[config.mk]
export PLATFORM = sky130hd
export DESIGN_NAME = char_code_to_glyph_address
export DESIGN_NICKNAME = d
export VERILOG_FILES = /design/src/rtl/cga_pkg.sv /design/src/rtl/cga_csr.sv /design/src/rtl/cga_slot_map.sv /design/src/rtl/cga_addr_calc.sv /design/src/rtl/char_code_to_glyph_address.sv
export SDC_FILE = /design/constraint.sdc
export NUM_CORES = 1
export LEC_CHECK = 0
export CORE_MARGIN = 4
export CORE_UTILIZATION = 60
export CTS_BUF_LIST = sky130_fd_sc_hd__clkbuf_16
export DETAILED_ROUTE_END_ITERATION = 8
export DONT_BUFFER_PORTS = 1
export PLACE_DENSITY = 0.87
export SLEW_MARGIN = 20
export SYNTH_ARGS = -nofsm -noshare
export SYNTH_HDL_FRONTEND = slang
export SYNTH_SLANG_ARGS = --single-unit
[constraint.sdc]
create_clock -name clock -period 16.15 [get_ports clock]
set_input_delay 0.8075 -clock clock [delete_from_list [all_inputs] [get_ports clock]]
set_output_delay 0.8075 -clock clock [all_outputs]
set_load 0.02 [all_outputs]
[src/rtl/cga_pkg.sv]
`default_nettype none

package cga_pkg;

   // register indexes on the csr port
   localparam logic [2:0] REG_FONT_BASE    = 3'd0;
   localparam logic [2:0] REG_TABLE_OFFSET = 3'd1;
   localparam logic [2:0] REG_WIDTH        = 3'd2;
   localparam logic [2:0] REG_HEIGHT       = 3'd3;
   localparam logic [2:0] REG_BPP          = 3'd4;

   // register reset values
   localparam logic [31:0] RST_FONT_BASE    = 32'h0000_0000;
   localparam logic [31:0] RST_TABLE_OFFSET = 32'h0000_0000;
   localparam logic [7:0]  RST_WIDTH        = 8'd8;
   localparam logic [7:0]  RST_HEIGHT       = 8'd8;
   localparam logic [3:0]  RST_BPP          = 4'd1;
   // stride for the reset geometry: one byte per row, one bit per pixel, eight rows
   localparam logic [16:0] RST_STRIDE       = 17'd8;

   // private codes and their redirect targets
   localparam logic [15:0] CODE_PRIV_A   = 16'hF056;
   localparam logic [15:0] CODE_PRIV_B   = 16'hF040;
   localparam logic [15:0] CODE_REDIR_A  = 16'h81FA;
   localparam logic [15:0] CODE_REDIR_B  = 16'h81F9;

   // single byte codes
   localparam logic [15:0] BYTE_MAX      = 16'h00FF;
   localparam logic [15:0] BYTE_BIAS     = 16'h01E0;

   // symbol and kana ranges
   localparam logic [15:0] SYM_LO        = 16'h8140;
   localparam logic [15:0] SYM_HI        = 16'h81FF;
   localparam logic [15:0] SYM_BIAS      = 16'h8140;
   localparam logic [15:0] KATA_LO       = 16'h839F;
   localparam logic [15:0] KATA_HI       = 16'h83D6;
   localparam logic [15:0] KATA_BIAS     = 16'h81C0;
   localparam logic [15:0] CYR_LO        = 16'h8440;
   localparam logic [15:0] CYR_HI        = 16'h8491;
   localparam logic [15:0] CYR_BIAS      = 16'h8200;
   localparam logic [15:0] EXT_LO        = 16'h8740;
   localparam logic [15:0] EXT_HI        = 16'h879C;
   localparam logic [15:0] EXT_BIAS      = 16'h82C0;

   // kana block with gaps
   localparam logic [15:0] KANA_LO       = 16'h8240;
   localparam logic [15:0] KANA_HI       = 16'h84BF;
   localparam logic [15:0] HIRA_A_HI     = 16'h829A;
   localparam logic [15:0] HIRA_B_LO     = 16'h829F;
   localparam logic [15:0] HIRA_B_HI     = 16'h82F1;
   localparam logic [15:0] HIRA_BIAS     = 16'h8180;
   localparam logic [15:0] KROW_LO       = 16'h8340;
   localparam logic [15:0] KROW_HI       = 16'h83FF;
   localparam logic [12:0] GAP_SLOT      = 13'd0;

   // kanji blocks
   localparam logic [15:0] KANJI_A_LO    = 16'h8840;
   localparam logic [15:0] KANJI_A_HI    = 16'h988F;
   localparam logic [7:0]  KANJI_A_ROW   = 8'h88;
   localparam logic [12:0] KANJI_A_BIAS  = 13'h0500;
   localparam logic [15:0] KANJI_B_LO    = 16'h9890;
   localparam logic [15:0] KANJI_B_HI    = 16'h9FFF;
   localparam logic [7:0]  KANJI_B_ROW   = 8'h98;
   localparam logic [12:0] KANJI_B_BIAS  = 13'h1100;
   localparam logic [15:0] KANJI_C_LO    = 16'hE040;
   localparam logic [15:0] KANJI_C_HI    = 16'hEAAF;
   localparam logic [7:0]  KANJI_C_ROW   = 8'hE0;
   localparam logic [12:0] KANJI_C_BIAS  = 13'h1700;
   localparam logic [12:0] SLOTS_PER_ROW = 13'd192;

   // fallback glyph is the slot of code 0x81A1
   localparam logic [12:0] FALLBACK_SLOT = 13'h0061;
   // highest slot any range can produce
   localparam logic [12:0] MAX_SLOT      = 13'd7983;

   // derived geometry handed to the address stages
   typedef struct packed {
      logic [31:0] base_sum;
      logic [16:0] stride;
   } cfg_type;

   // mapped slot leaving the first stage
   typedef struct packed {
      logic        valid;
      logic [12:0] slot;
      logic        unsupported;
   } slot_stage_type;

   // finished result
   typedef struct packed {
      logic        valid;
      logic [12:0] slot;
      logic        unsupported;
      logic [31:0] address;
   } rsp_type;

endpackage

`default_nettype wire

[src/rtl/cga_csr.sv]
`default_nettype none

module cga_csr (
   input  wire logic             clock,
   input  wire logic             reset,
   input  wire logic             csr_wr_en,
   input  wire logic [2:0]       csr_index,
   input  wire logic [31:0]      csr_data,
   output cga_pkg::cfg_type      cfg
);

   logic [31:0] base_ff,   base_in;
   logic [31:0] offset_ff, offset_in;
   logic [7:0]  width_ff,  width_in;
   logic [7:0]  height_ff, height_in;
   logic [3:0]  bpp_ff,    bpp_in;
   logic [16:0] stride_ff;
   logic [31:0] base_sum_ff;

   logic [8:0]  width_round;
   logic [9:0]  row_bytes;
   logic [17:0] stride_full;
   logic [16:0] stride_in;
   logic [31:0] base_sum_in;

   // register writes
   always_comb begin
      base_in   = base_ff;
      offset_in = offset_ff;
      width_in  = width_ff;
      height_in = height_ff;
      bpp_in    = bpp_ff;
      if (csr_wr_en) begin
         case (csr_index)
            cga_pkg::REG_FONT_BASE:    base_in   = csr_data;
            cga_pkg::REG_TABLE_OFFSET: offset_in = csr_data;
            cga_pkg::REG_WIDTH:        width_in  = csr_data[7:0];
            cga_pkg::REG_HEIGHT:       height_in = csr_data[7:0];
            cga_pkg::REG_BPP:          bpp_in    = csr_data[3:0];
            default: ;
         endcase
      end
   end

   // bytes per row times bpp times rows, and base plus table offset
   always_comb begin
      width_round = {1'b0, width_ff} + 9'd7;
      row_bytes   = 10'(width_round[8:3]) * 10'(bpp_ff);
      stride_full = 18'(row_bytes) * 18'(height_ff);
      stride_in   = stride_full[16:0];
      base_sum_in = base_ff + offset_ff;
   end

   always_ff @(posedge clock) begin
      if (reset) begin
         base_ff     <= cga_pkg::RST_FONT_BASE;
         offset_ff   <= cga_pkg::RST_TABLE_OFFSET;
         width_ff    <= cga_pkg::RST_WIDTH;
         height_ff   <= cga_pkg::RST_HEIGHT;
         bpp_ff      <= cga_pkg::RST_BPP;
         stride_ff   <= cga_pkg::RST_STRIDE;
         base_sum_ff <= cga_pkg::RST_FONT_BASE + cga_pkg::RST_TABLE_OFFSET;
      end else begin
         base_ff     <= base_in;
         offset_ff   <= offset_in;
         width_ff    <= width_in;
         height_ff   <= height_in;
         bpp_ff      <= bpp_in;
         stride_ff   <= stride_in;
         base_sum_ff <= base_sum_in;
      end
   end

   assign cfg.base_sum = base_sum_ff;
   assign cfg.stride   = stride_ff;

endmodule

`default_nettype wire

[src/rtl/cga_slot_map.sv]
`default_nettype none

module cga_slot_map (
   input  wire logic                clock,
   input  wire logic                reset,
   input  wire logic                in_valid,
   input  wire logic [15:0]         char_code,
   output cga_pkg::slot_stage_type  stage
);

   logic [15:0] code;
   logic [7:0]  hi;
   logic [7:0]  lo;
   logic [15:0] byte_slot;
   logic [15:0] sym_slot;
   logic [15:0] kata_slot;
   logic [15:0] cyr_slot;
   logic [15:0] ext_slot;
   logic [15:0] hira_slot;
   logic [7:0]  row_a;
   logic [7:0]  row_b;
   logic [7:0]  row_c;
   logic [12:0] kanji_a_slot;
   logic [12:0] kanji_b_slot;
   logic [12:0] kanji_c_slot;
   logic [12:0] slot_in;
   logic        unsupported_in;

   logic        valid_ff;
   logic [12:0] slot_ff;
   logic        unsupported_ff;

   // redirect the two private codes
   always_comb begin
      if (char_code == cga_pkg::CODE_PRIV_A) begin
         code = cga_pkg::CODE_REDIR_A;
      end else if (char_code == cga_pkg::CODE_PRIV_B) begin
         code = cga_pkg::CODE_REDIR_B;
      end else begin
         code = char_code;
      end
   end

   // candidate slots for every range
   always_comb begin
      hi           = code[15:8];
      lo           = code[7:0];
      byte_slot    = code + cga_pkg::BYTE_BIAS;
      sym_slot     = code - cga_pkg::SYM_BIAS;
      kata_slot    = code - cga_pkg::KATA_BIAS;
      cyr_slot     = code - cga_pkg::CYR_BIAS;
      ext_slot     = code - cga_pkg::EXT_BIAS;
      hira_slot    = code - cga_pkg::HIRA_BIAS;
      row_a        = hi - cga_pkg::KANJI_A_ROW;
      row_b        = hi - cga_pkg::KANJI_B_ROW;
      row_c        = hi - cga_pkg::KANJI_C_ROW;
      kanji_a_slot = 13'(13'(row_a[4:0]) * cga_pkg::SLOTS_PER_ROW) + 13'(lo)
                     + cga_pkg::KANJI_A_BIAS;
      kanji_b_slot = 13'(13'(row_b[4:0]) * cga_pkg::SLOTS_PER_ROW) + 13'(lo)
                     + cga_pkg::KANJI_B_BIAS;
      kanji_c_slot = 13'(13'(row_c[4:0]) * cga_pkg::SLOTS_PER_ROW) + 13'(lo)
                     + cga_pkg::KANJI_C_BIAS;
   end

   // priority chain, first match wins
   always_comb begin
      unsupported_in = 1'b0;
      if (code <= cga_pkg::BYTE_MAX) begin
         slot_in = byte_slot[12:0];
      end else if (code >= cga_pkg::SYM_LO && code <= cga_pkg::SYM_HI) begin
         slot_in = sym_slot[12:0];
      end else if (code >= cga_pkg::KATA_LO && code <= cga_pkg::KATA_HI) begin
         slot_in = kata_slot[12:0];
      end else if (code >= cga_pkg::CYR_LO && code <= cga_pkg::CYR_HI) begin
         slot_in = cyr_slot[12:0];
      end else if (code >= cga_pkg::EXT_LO && code <= cga_pkg::EXT_HI) begin
         slot_in = ext_slot[12:0];
      end else if (code >= cga_pkg::KANA_LO && code <= cga_pkg::KANA_HI) begin
         // hiragana pieces, the katakana row, gaps read as slot zero
         if (code <= cga_pkg::HIRA_A_HI ||
             (code >= cga_pkg::HIRA_B_LO && code <= cga_pkg::HIRA_B_HI)) begin
            slot_in = hira_slot[12:0];
         end else if (code >= cga_pkg::KROW_LO && code <= cga_pkg::KROW_HI) begin
            slot_in = kata_slot[12:0];
         end else begin
            slot_in = cga_pkg::GAP_SLOT;
         end
      end else if (code >= cga_pkg::KANJI_A_LO && code <= cga_pkg::KANJI_A_HI) begin
         slot_in = kanji_a_slot;
      end else if (code >= cga_pkg::KANJI_B_LO && code <= cga_pkg::KANJI_B_HI) begin
         slot_in = kanji_b_slot;
      end else if (code >= cga_pkg::KANJI_C_LO && code <= cga_pkg::KANJI_C_HI) begin
         slot_in = kanji_c_slot;
      end else begin
         slot_in        = cga_pkg::FALLBACK_SLOT;
         unsupported_in = 1'b1;
      end
   end

   // stage one valid
   always_ff @(posedge clock) begin
      if (reset) begin
         valid_ff <= 1'b0;
      end else begin
         valid_ff <= in_valid;
      end
   end

   // stage one payload
   always_ff @(posedge clock) begin
      slot_ff        <= slot_in;
      unsupported_ff <= unsupported_in;
   end

   assign stage.valid       = valid_ff;
   assign stage.slot        = slot_ff;
   assign stage.unsupported = unsupported_ff;

endmodule

`default_nettype wire

[src/rtl/cga_addr_calc.sv]
`default_nettype none

module cga_addr_calc (
   input  wire logic                    clock,
   input  wire logic                    reset,
   input  wire cga_pkg::slot_stage_type stage,
   input  wire cga_pkg::cfg_type        cfg,
   output cga_pkg::rsp_type             rsp
);

   logic        mul_valid_ff;
   logic [12:0] mul_slot_ff;
   logic        mul_unsupported_ff;
   logic [29:0] product_ff;
   logic [29:0] product_in;

   logic        out_valid_ff;
   logic [12:0] out_slot_ff;
   logic        out_unsupported_ff;
   logic [31:0] address_ff;
   logic [31:0] address_in;

   // slot times stride, then add base plus offset
   assign product_in = 30'(stage.slot) * 30'(cfg.stride);
   assign address_in = cfg.base_sum + 32'(product_ff);

   // valid bits
   always_ff @(posedge clock) begin
      if (reset) begin
         mul_valid_ff <= 1'b0;
         out_valid_ff <= 1'b0;
      end else begin
         mul_valid_ff <= stage.valid;
         out_valid_ff <= mul_valid_ff;
      end
   end

   // payload
   always_ff @(posedge clock) begin
      mul_slot_ff        <= stage.slot;
      mul_unsupported_ff <= stage.unsupported;
      product_ff         <= product_in;
      out_slot_ff        <= mul_slot_ff;
      out_unsupported_ff <= mul_unsupported_ff;
      address_ff         <= address_in;
   end

   assign rsp.valid       = out_valid_ff;
   assign rsp.slot        = out_slot_ff;
   assign rsp.unsupported = out_unsupported_ff;
   assign rsp.address     = address_ff;

endmodule

`default_nettype wire

[src/rtl/char_code_to_glyph_address.sv]
// channel   | ports                                    | handshake
// ----------+------------------------------------------+---------------------------------
// request   | start, busy, req_char_code               | taken when start and not busy
// result    | rsp_valid, rsp_glyph_slot,               | one-cycle strobe, cannot stall
//           | rsp_unsupported, rsp_glyph_address       |
// csr       | csr_wr_en, csr_index, csr_data           | written when csr_wr_en is high
//
// one request per cycle; busy is never raised
// the result strobe follows the request through the slot decode, the slot times
// stride multiply and then the base add, one register stage each
// the csr block registers a written field, then registers the stride and base sum derived from it
// reset clears the pipeline valid bits and loads the register reset values
// the receiver cannot stall, so nothing is held back inside the pipeline

`default_nettype none

module char_code_to_glyph_address (
   input  wire logic        clock,
   input  wire logic        reset,
   input  wire logic        start,
   output logic             busy,
   input  wire logic [15:0] req_char_code,
   output logic             rsp_valid,
   output logic [12:0]      rsp_glyph_slot,
   output logic             rsp_unsupported,
   output logic [31:0]      rsp_glyph_address,
   input  wire logic        csr_wr_en,
   input  wire logic [2:0]  csr_index,
   input  wire logic [31:0] csr_data
);

   cga_pkg::cfg_type        cfg;
   cga_pkg::slot_stage_type stage;
   cga_pkg::rsp_type        rsp;
   logic                    req_accept;

   // the pipeline takes a request every cycle
   assign busy       = 1'b0;
   assign req_accept = start && !busy;

   // configuration registers and derived geometry
   cga_csr u_csr (
      .clock     (clock),
      .reset     (reset),
      .csr_wr_en (csr_wr_en),
      .csr_index (csr_index),
      .csr_data  (csr_data),
      .cfg       (cfg)
   );

   // code to slot
   cga_slot_map u_slot_map (
      .clock     (clock),
      .reset     (reset),
      .in_valid  (req_accept),
      .char_code (req_char_code),
      .stage     (stage)
   );

   // slot to address
   cga_addr_calc u_addr_calc (
      .clock (clock),
      .reset (reset),
      .stage (stage),
      .cfg   (cfg),
      .rsp   (rsp)
   );

   assign rsp_valid         = rsp.valid;
   assign rsp_glyph_slot    = rsp.slot;
   assign rsp_unsupported   = rsp.unsupported;
   assign rsp_glyph_address = rsp.address;

   // every result comes from an earlier request taken at the pipeline input
   a_rsp_from_req : assert property (@(posedge clock) disable iff (reset)
      rsp_valid |-> $past(start, 3))
      else $error("result without a request three cycles earlier");

   // every request taken yields a result unless reset hits the pipeline meanwhile
   a_req_gives_rsp : assert property (@(posedge clock) disable iff (reset)
      req_accept |-> ##3 (rsp_valid || $past(reset, 1) || $past(reset, 2)))
      else $error("request lost in the pipeline");

   // fallback results carry the fallback slot
   a_fallback_slot : assert property (@(posedge clock) disable iff (reset)
      (rsp_valid && rsp_unsupported) |-> (rsp_glyph_slot == cga_pkg::FALLBACK_SLOT))
      else $error("unsupported flag without the fallback slot");

   // no range maps above the last kanji slot
   a_slot_bound : assert property (@(posedge clock) disable iff (reset)
      rsp_valid |-> (rsp_glyph_slot <= cga_pkg::MAX_SLOT))
      else $error("glyph slot out of range");

endmodule

`default_nettype wire

======== Word-level counts from Yosys, hierarchy flattened ========
Index checks and enable logic that the tools add are counted.
storage, ports and cells
  bits in registers ....................... 240
  input bits .............................. 55
  output and inout port bits .............. 48
  logic and storage cells ................. 102
cells by class
  $add $sub $neg .......................... 18
  multipliers ............................. 6
  magnitude comparators ................... 22
  eq/ne operators ......................... 6
  multiplexer cells ....................... 14
  reduce and logical (&&, ||, !) cells .... 18
operators with widths
  operator                                                                            number
  16-bit less-or-equal comparator (second input constant)                             11
  16-bit greater-or-equal comparator (second input constant)                          10
  13-bit two-way mux                                                                  11
  13-bit by 8-bit adder with 13-bit output                                            3
  13-bit by 9-bit subtractor with 13-bit output (second input constant)               3
  32-bit by 30-bit adder with 32-bit output                                           1
  32-bit adder                                                                        1
  16-bit equality test (second input constant)                                        2
  16-bit two-way mux                                                                  2
  13-bit by 17-bit multiplier with 30-bit output                                      1
  13-bit adder (second input constant)                                                2
  13-bit by 10-bit subtractor with 13-bit output (second input constant)              2
  5-bit by 2-bit multiplier with 7-bit output (second input constant)                 3
  10-bit by 8-bit multiplier with 17-bit output                                       1
  16-bit by 8-bit less-or-equal comparator with 1-bit output (second input constant)  1
  13-bit by 11-bit adder with 13-bit output (second input constant)                   1
  13-bit by 9-bit adder with 13-bit output (second input constant)                    1
  1-bit logical AND                                                                   10
  6-bit by 4-bit multiplier with 10-bit output                                        1
  2-bit AND reduction                                                                 5
  8-bit by 3-bit adder with 9-bit output (second input constant)                      1
  8-bit OR reduction                                                                  1
  3-bit by 2-bit equality test with 1-bit output (second input constant)              2
  5-bit by 1-bit subtractor with 5-bit output (second input constant)                 1
  other kinds (7)                                                                     7

======== Longest topological paths before layout ========
Gate-level depths: netlist of the first run.
  depth after elaboration ................. 16
  gate-level depth with buffers ........... 30

======== By module ========
Synthesis of the first run repeated with hierarchy kept, for this count alone.
second synthesis, totals
  cells, all modules ...................... 2786
  area, all modules ....................... 23321.1 um^2
modules (own cells, without submodules)
  module                      instances  cells an instance  area each (um^2)  seq. area each (um^2)
  cga_addr_calc               1          1214               10870.4           1841.8
  cga_csr                     1          1093               9071.2            2662.6
  cga_slot_map                1          477                3368.2            300.3
  char_code_to_glyph_address  1          2                  11.3              0.0

======== Worst setup path before layout of the first run ========
Ideal clock, no wire load.
  path kind ............................... reg-to-reg
  start point ............................. reg u_csr.width_ff[0]
  end point ............................... reg u_csr.stride_ff[16]
  setup time .............................. 0.057 ns
  data arrival time ....................... 7.326 ns
  required time ........................... 16.093 ns
  setup slack ............................. 8.766 ns
  cell stages (with the launch flop) ...... 30
  clock period less this slack ............ 7.384 ns
  path through ............................ dfxtp_1 o31a_1 nor2_1 nand2_1 fa_1 fa_1 inv_1 ha_1 a21o_1 a21oi_1 o21bai_1 a21oi_1 o21bai_1 a21oi_1 xnor2_1 and2_1 fa_1 fa_1 fa_1 inv_1 fa_1 inv_1 ha_1 and3_1 a21oi_1 o21ai_0 o41ai_1 o21ai_0 nor4_1 a21o_1
on the way
  longest elaborated chain between the ends .. 3
RTL lines
  item                                           line           source
  start: declaration                             cga_csr.sv:14  logic [7:0] width_ff, width_in;
  start signal: assignment                       cga_csr.sv:58  width_ff <= cga_pkg::RST_WIDTH;
  start signal: assignment                       cga_csr.sv:66  width_ff <= width_in;
  8-bit by 3-bit adder with 9-bit output         cga_csr.sv:47  width_round = {1'b0, width_ff} + 9'd7;
  6-bit by 4-bit multiplier with 10-bit output   cga_csr.sv:48  row_bytes = 10'(width_round[8:3]) * 10'(bpp_ff);
  10-bit by 8-bit multiplier with 17-bit output  cga_csr.sv:49  stride_full = 18'(row_bytes) * 18'(height_ff);
  end signal: assignment                         cga_csr.sv:61  stride_ff <= cga_pkg::RST_STRIDE;
  end signal: assignment                         cga_csr.sv:69  stride_ff <= stride_in;
  end: declaration                               cga_csr.sv:17  logic [16:0] stride_ff;
Every way passes these cells.
A chain may end at the register's enable or synchronous reset.

======== Final worst setup path of the first run ========
Same ends and word-level chain as after synthesis.

==> results of run 1 <==
worst max-delay path, delay by kind of cell (launching register included):
kind | cells | cell delay (ns)
simple gates | 5 | 1.26
fa+ha+maj | 8 | 3.68
xor+xnor | 1 | 0.28
buf+inv | 3 | 0.16
flops | 1 | 0.33
compound gates | 12 | 2.47
metal layers:
metal / GRT usage (%) / part of all wire [%] / wire length, um
met5: 0 / 0 / 0
met2: 47.6 / 49 / 26900
met3: 4.18 / 6.4 / 3500
met1: 36.6 / 42 / 23000
met4: 7.73 / 2.6 / 1450
synth_stat cells, drive strengths merged, types with 5 or more instances:
| cell type | number |
|---|---|
| nand2 | 377 |
| inv | 289 |
| dfxtp | 240 |
| fa | 224 |
| ha | 218 |
| a21oi | 191 |
| and2 | 169 |
| nor2 | 117 |
| clkbuf | 95 |
| xnor2 | 77 |
| o21ai | 67 |
| a21o | 47 |
| xor2 | 39 |
| nor2b | 35 |
| nor3 | 32 |
| and3 | 29 |
| nand3 | 27 |
| o21a | 22 |
| nand2b | 20 |
| a31oi | 16 |
| o21bai | 15 |
| nand4 | 14 |
| buf | 10 |
| o211ai | 9 |
| a211oi | 8 |
| nor4 | 8 |
| or2 | 8 |
| o31ai | 7 |
| a2111oi | 6 |
| a311oi | 6 |
| a31o | 6 |
| mux2i | 6 |
| o2111ai | 6 |
| o221ai | 6 |
| o31a | 6 |
| or3 | 6 |
| a21boi | 5 |
| a41oi | 5 |
| nor4b | 5 |
cells by family (layout without fill, tap and decap cells):
logic type	Yosys count	in the layout	share of synthesized area [%]
flip-flops	240	240	22.0
AND/OR/NAND/NOR	865	865	19.1
AO/OA/AOI/OAI	471	471	14.0
adder cells (fa/ha/maj)	442	442	33.0
multiplexers	7	7	0.326
buffers and inverters	395	342	6.95
XOR/XNOR	116	116	4.65
other	1	2	0.0171
area by class of cell:
| class | instances | area, um^2 |
|---|---|---|
| clock inverter | 20 | 211 |
| sequential | 240 | 4800 |
| timing repair buffer | 6 | 45.0 |
| antenna | 1 | 2.50 |
| inverter | 290 | 1090 |
| tap | 461 | 577 |
| clock buffer | 26 | 651 |
| multi-input combinational | 1902 | 15500 |
| fill | 2822 | 12800 |
power groups by stage:
stage / registers [mW] / logic, mW / clock network, mW
after floorplan: 0.682 / 0.198 / 0
after global placement: 0.713 / 0.221 / 0
after detailed placement: 0.713 / 0.231 / 0
after CTS: 0.700 / 0.233 / 0.606
after global routing: 0.705 / 0.263 / 0.630
final: 0.701 / 0.235 / 0.596
worst max-delay path by stage:
stage / to / start
detailed placement: u_csr.stride_ff[16]$_SDFF_PP0_ / u_csr.width_ff[0]$_SDFFE_PP0P_
finish: u_csr.stride_ff[16]$_SDFF_PP0_ / u_csr.width_ff[0]$_SDFFE_PP0P_
floorplan: u_csr.stride_ff[16]$_SDFF_PP0_ / u_csr.width_ff[0]$_SDFFE_PP0P_
global route: u_csr.stride_ff[16]$_SDFF_PP0_ / u_csr.width_ff[0]$_SDFFE_PP0P_
CTS: u_csr.stride_ff[16]$_SDFF_PP0_ / u_csr.width_ff[0]$_SDFFE_PP0P_
global placement: u_csr.stride_ff[16]$_SDFF_PP0_ / u_csr.width_ff[0]$_SDFFE_PP0P_
sequential cells by signal, indices dropped and copies added, names as in the netlist:
name,count
u_csr.offset_ff,32
u_slot_map.slot_ff,13
u_slot_map.valid_ff,1
u_slot_map.unsupported_ff,1
u_addr_calc.out_unsupported_ff,1
u_csr.base_sum_ff,32
u_addr_calc.out_valid_ff,1
u_addr_calc.product_ff,30
u_csr.stride_ff,17
u_csr.height_ff,8
u_addr_calc.out_slot_ff,13
u_csr.base_ff,32
u_addr_calc.address_ff,32
u_addr_calc.mul_valid_ff,1
u_csr.bpp_ff,4
u_csr.width_ff,8
u_addr_calc.mul_unsupported_ff,1
u_addr_calc.mul_slot_ff,13
through the flow:
stage	hold slack (ns)	worst slack (ns)
after floorplan	0.310	8.77
after global placement	0.310	8.34
after detailed placement	0.312	7.97
after CTS	0.328	7.94
after global routing	0.334	7.24
final	0.325	7.92
==> impl_metrics.csv, run 1 <==
group,metric,value,unit
hold_path,holdPathEnd,"u_addr_calc.out_slot_ff[12]$_DFF_P_",
power_and_ir_drop,p_comb_share,15.4,%
placement,postPlaceCellArea,0.0221,mm^2
clock_network,clk-insertion-delay-late,0.57,ns
synth,count_of_flip_flops_with_a_built_in_enable_after_synthesis,0,
hold_path,worstHoldStart,"u_addr_calc.mul_slot_ff[12]$_DFF_P_",
die,initial_core_util,61.2,%
die,i_o_pin_cnt,103,
power_and_ir_drop,switching_share,30.7,%
power_and_ir_drop,powerDensity,66.8,mW/mm^2
timing,slew_viol_final,0,
timing,slew_headroom,33.4,%
die,die_h,199,um
placement,gpl.final_weighted_congestion,0.942,
global_routing,initial_antenna_violation_count,0,
worst_setup_path,critPathMaxStageDelay,0.54,ns
placement,dpl.hpwl,41900,um
timing,min_period,8.23,ns
global_routing,grt_pass1_vias,18200,
layout,finish.net_count,2963,
routing,drt-total-wl,54900,um
synth,post-synth-top-area-cell,"sky130_fd_sc_hd__dfxtp_1",
layout,area.growth.synth_to_final,4.85,%
timing,finalSetupTns,0,ns
global_routing,globalRouteTotalUtil,27.7,%
worst_setup_path,worst_ep_required_time,16.63,ns
layout,drive_above_1_share,3.42,%
clock_network,cts.clk_slew.worst_paths,0.06,ns
timing,grt_setup_unrepaired,"false",
outcome,status,"finished clean",
power_and_ir_drop,power.static_leakage,11.0,nW
timing,hold_viol_final,0,
clock_network,cts_hold_repair.buffers,0,
routing,drt_pass1_iterations,5,
worst_setup_path,worstSetupPathType,"reg2reg",
hold_path,hold_path.class,"reg2reg",
placement,portbufs,0,
synth,synth.lib_cells_used.distinct,86,
power_and_ir_drop,cell_internal_pwr,1.06,mW
clock_network,cts_tree,"built",
power_and_ir_drop,net-switching-power,0.470,mW
global_routing,first_pass_grt_wire_length,90300,um
timing,timing.fmax,0.121,GHz
routing,drc,0,
synth,asyncSetResetFlopFracSynth,0,%
worst_setup_path,timing.critical_path.fanout_max,9,
global_routing,global_route.overflow_total,0,
worst_setup_path,crit_path_start_kind,"flop",
timing,tightestPinTransition,0.994,ns
worst_setup_path,timing.rr.end,"u_csr.stride_ff[16]$_SDFF_PP0_",
synth,syn-num-nets,3034,
job,timing.max_cap.violations,0,
worst_setup_path,timing.critical_path.to_type,"flop",
worst_setup_path,cp_most_frequent_cell,"sky130_fd_sc_hd__fa_1",
worst_setup_path,worst_path_max_delay_cell,"sky130_fd_sc_hd__fa_1",
worst_setup_path,r2r_slack,7.92,ns
layout,finalInstanceArea,0.0229,mm^2
clock_network,resize_count_post_cts,0,
layout,final_common_cell,"sky130_fd_sc_hd__nand2_1",
synth,syn_area,0.0219,mm^2
placement,dpl.cell_count,2899,
power_and_ir_drop,seq_power_share,45.7,%
worst_setup_path,worst_ep_arrival_time,8.71,ns
timing,final-setup-viol-count,0,
power_and_ir_drop,fin_total_pwr,1.53,mW
synth,synth_seq_area_share,22.0,%
synth,ys_seq_elements,240,
routing,drt_first_iter_violations,1476,
clock_network,clock_tree.root_cell,"sky130_fd_sc_hd__clkbuf_16",
die,chipWidth,199,um
die,core_region_area,0.0357,mm^2
routing,post_drt_wl_per_cell,18.6,um
synth,synth.top_cells.by_area,"sky130_fd_sc_hd__dfxtp_1 (22%), sky130_fd_sc_hd__fa_1 (21%), sky130_fd_sc_hd__ha_1 (12%)",
timing,post-route-period-util,51.0,%
layout,final_util,64.1,%
synth,ys.flop_type,"sky130_fd_sc_hd__dfxtp_1",
hold_path,whs_path_depth,0,
global_routing,grt_start_max_net_pins,139,
synth,post_synth.cell_area_avg,8.62,um^2
die,floorplan.die_area,0.0396,mm^2
clock_network,clock_sinks,240,
clock_network,numCtsBuffers,26,
layout,most-common-layout-cells,"sky130_fd_sc_hd__nand2_1 (376), sky130_fd_sc_hd__inv_1 (290), sky130_fd_sc_hd__dfxtp_1 (240)",
routing,number_of_nets_still_failing_antenna_checks_after_routing,0,
synth,synthesis.yosys.warnings,0,
worst_setup_path,worstRegToRegCells,29,
layout,post_layout_nonfiller_instances,2946,
synth,yosys.area.top_type_share,22.0,%
worst_setup_path,timing.rr.start,"u_csr.width_ff[0]$_SDFFE_PP0P_",
clock_network,setup_repair_bufs_after_cts,0,
clock_network,h-tree-depth,1,
die,floorplan.rows,69,
synth,post_synth_inst_count,2537,
timing,timing.clock.skew,0.0330,ns
routing,via_per_inst,6.00,
power_and_ir_drop,clockPowerShare,38.9,%
clock_network,clock_tree.buffer_depth,3,
routing,number_of_vias_in_the_routed_layout,17700,
power_and_ir_drop,vdd.ir_drop.worst,79.9,uV
Power figures use the tool's default switching activity.
==> inputs of run 2 (changes only) <==
Settings changed: PLACE_DENSITY 0.87 to 0.9.
Clock period 16.15 ns to 7 ns, I/O delays scaled along.
==> run 2 against run 1 <==
  * Wire length is 8.4% higher
  * Non-clock buffer count is 96 higher
  * Largest power group unchanged
  * The run now ends with setup timing left
  * Highest routed layer is now met5
  * Register-to-register slack got worse by 8.2 ns
  * Critical path depth is 1 higher
  * Die area did not move
  * Clock-buffer cell count shrank 1
  * Power grew 130%
  * Global-route usage increased by 1.9 points
==> impl_metrics.csv, run 2 (synthesized netlist as in run 1, its figures left out) <==
group,metric,value,unit
clock_network,clock_sinks,240,
worst_setup_path,crit_path_start_kind,"flop",
worst_setup_path,worstPathBufferInverterCount,7,
die,chipWidth,199,um
die,floorplan.die_area,0.0396,mm^2
layout,finish.net_count,3058,
clock_network,cts_tree,"built",
timing,min_period,7.25,ns
worst_setup_path,timing.critical_path.fanout_max,4,
worst_setup_path,worst_ep_arrival_time,7.69,ns
timing,final-setup-viol-count,4,
layout,most-common-layout-cells,"sky130_fd_sc_hd__nand2_1 (374), sky130_fd_sc_hd__inv_1 (288), sky130_fd_sc_hd__dfxtp_1 (237)",
worst_setup_path,worst_path_dominant_cell_family,"adder cells",
clock_network,cts.clk_slew.worst_paths,0.06,ns
timing,timing.fmax,0.138,GHz
timing,timing.clock.skew,0.0209,ns
worst_setup_path,cp_most_frequent_cell,"sky130_fd_sc_hd__fa_1",
routing,post_drt_wl_per_cell,19.6,um
routing,drt_first_iter_violations,1692,
global_routing,grt_start_max_net_pins,132,
placement,place_ws,-0.363,ns
layout,area.growth.synth_to_final,9.87,%
routing,via_per_inst,6.14,
timing,grt_setup_unrepaired,"true",
die,core_region_area,0.0357,mm^2
layout,diodes,0,
global_routing,global_route.overflow_total,0,
timing,slew_viol_final,0,
clock_network,h-tree-depth,1,
routing,number_of_nets_still_failing_antenna_checks_after_routing,0,
global_routing,globalRouteTotalUtil,29.6,%
worst_setup_path,timing.critical_path.to_type,"flop",
layout,drive_above_1_share,7.29,%
clock_network,clk-insertion-delay-late,0.56,ns
power_and_ir_drop,powerDensity,147,mW/mm^2
layout,final_util,67.2,%
worst_setup_path,worstSetupPathType,"reg2reg",
routing,drc,0,
power_and_ir_drop,power.static_leakage,11.6,nW
timing,fin_worst_setup_slack,-0.253,ns
power_and_ir_drop,vdd.ir_drop.worst,134,uV
timing,tightestPinTransition,1.00,ns
outcome,failed_checks,"setup timing",
routing,drt-total-wl,59500,um
placement,gpl.final_weighted_congestion,0.955,
timing,finalSetupTns,-0.761,ns
global_routing,first_pass_grt_wire_length,96200,um
worst_setup_path,worst_path_max_delay_cell,"sky130_fd_sc_hd__fa_1",
clock_network,clock_tree.root_cell,"sky130_fd_sc_hd__clkbuf_16",
placement,portbufs,0,
clock_network,clock_tree.buffer_depth,3,
die,floorplan.rows,69,
hold_path,hold_path.class,"in2reg",
timing,slew_headroom,31.6,%
job,timing.max_cap.violations,0,
layout,post_layout_nonfiller_instances,3039,
placement,dpl.hpwl,42600,um
global_routing,grt_pass1_vias,19300,
worst_setup_path,critPathMaxStageDelay,0.57,ns
worst_setup_path,worst_ep_required_time,7.44,ns
global_routing,initial_antenna_violation_count,2,
outcome,status,"finished, violations left",
die,i_o_pin_cnt,103,
clock_network,numCtsBuffers,25,
placement,dpl.cell_count,2936,
timing,post-route-period-util,104,%
routing,number_of_vias_in_the_routed_layout,18700,
die,initial_core_util,61.2,%
timing,hold_viol_final,0,
layout,final_common_cell,"sky130_fd_sc_hd__nand2_1",
routing,drt_pass1_iterations,7,
die,die_h,199,um
[run 2: cell types whose count changed in the layout (fill, tap and decap cells not counted), sizes merged]
cell / before / now
buf: 6 / 63
clkbuf: 26 / 25
clkinv: 9 / 8
clkinvlp: 5 / 1
diode: 1 / 0
dlygate4sd3: 0 / 39
inv: 294 / 298
[run 2: routing by layer]
metal / vias up / global-route usage (%) / share of wire (%)
met3: 218 / 5.01 / 8.4
met4: 2 / 11.3 / 4.3
met2: 982 / 50.7 / 49
li1: 8372 / - / -
met1: 9088 / 37.6 / 38
met5: - / 0 / 0.030
[run 2: power by group]
group	total, mW	leakage (nW)	switching [mW]	internal (mW)
clock network	1.31	0.407	0.580	0.730
registers	1.61	1.96	0.149	1.46
logic	0.610	9.20	0.365	0.246
[run 2: worst paths after layout]
check | from | to | slack (ns) | depth (start not counted)
min | req_char_code[6] | u_slot_map.slot_ff[6]$_DFF_P_ | 0.02 | 2
min reg2reg | u_addr_calc.mul_slot_ff[12]$_DFF_P_ | u_addr_calc.out_slot_ff[12]$_DFF_P_ | 0.32 | 0
max | u_csr.width_ff[2]$_SDFFE_PP0P_ | u_csr.stride_ff[16]$_SDFF_PP0_ | -0.25 | 30
max reg2reg | u_csr.width_ff[2]$_SDFFE_PP0P_ | u_csr.stride_ff[16]$_SDFF_PP0_ | -0.25 | 30
[run 2: area by class of cell]
cell class              instances  area (um^2)
multi-input cells            1902        15800
fillers                      2581        11700
flip-flops and latches        240         4810
inverters                     290         1090
repair buffers                102          916
clock buffers                  25          626
well taps                     461          577
clock inverters                19          164
[run 2: metrics by stage]
| stage | hold WS (ns) | power [mW] | cell area, um^2 |
|---|---|---|---|
| 5_1_grt | 0.0275 | 3.67 | 24000 |
| 6_report | 0.0156 | 3.53 | 24000 |
| 2_1_floorplan | 0.310 | 2.03 | 22000 |
| 4_1_cts | 0.00263 | 3.52 | 23800 |
| 3_3_place_gp | 0.311 | 2.16 | 22400 |
| 3_5_place_dp | 0.312 | 2.19 | 22400 |
[run 2: timing repair]
action / CTS / global route
setup buffers: 8 / 12
gates cloned: 0 / 0
hold buffers: 40 / 0
pin swaps: 38 / 37
gates resized for setup: 18 / 30
endpoints found under the setup margin: 3 / 6
hold endpoints to repair: 135 / 0
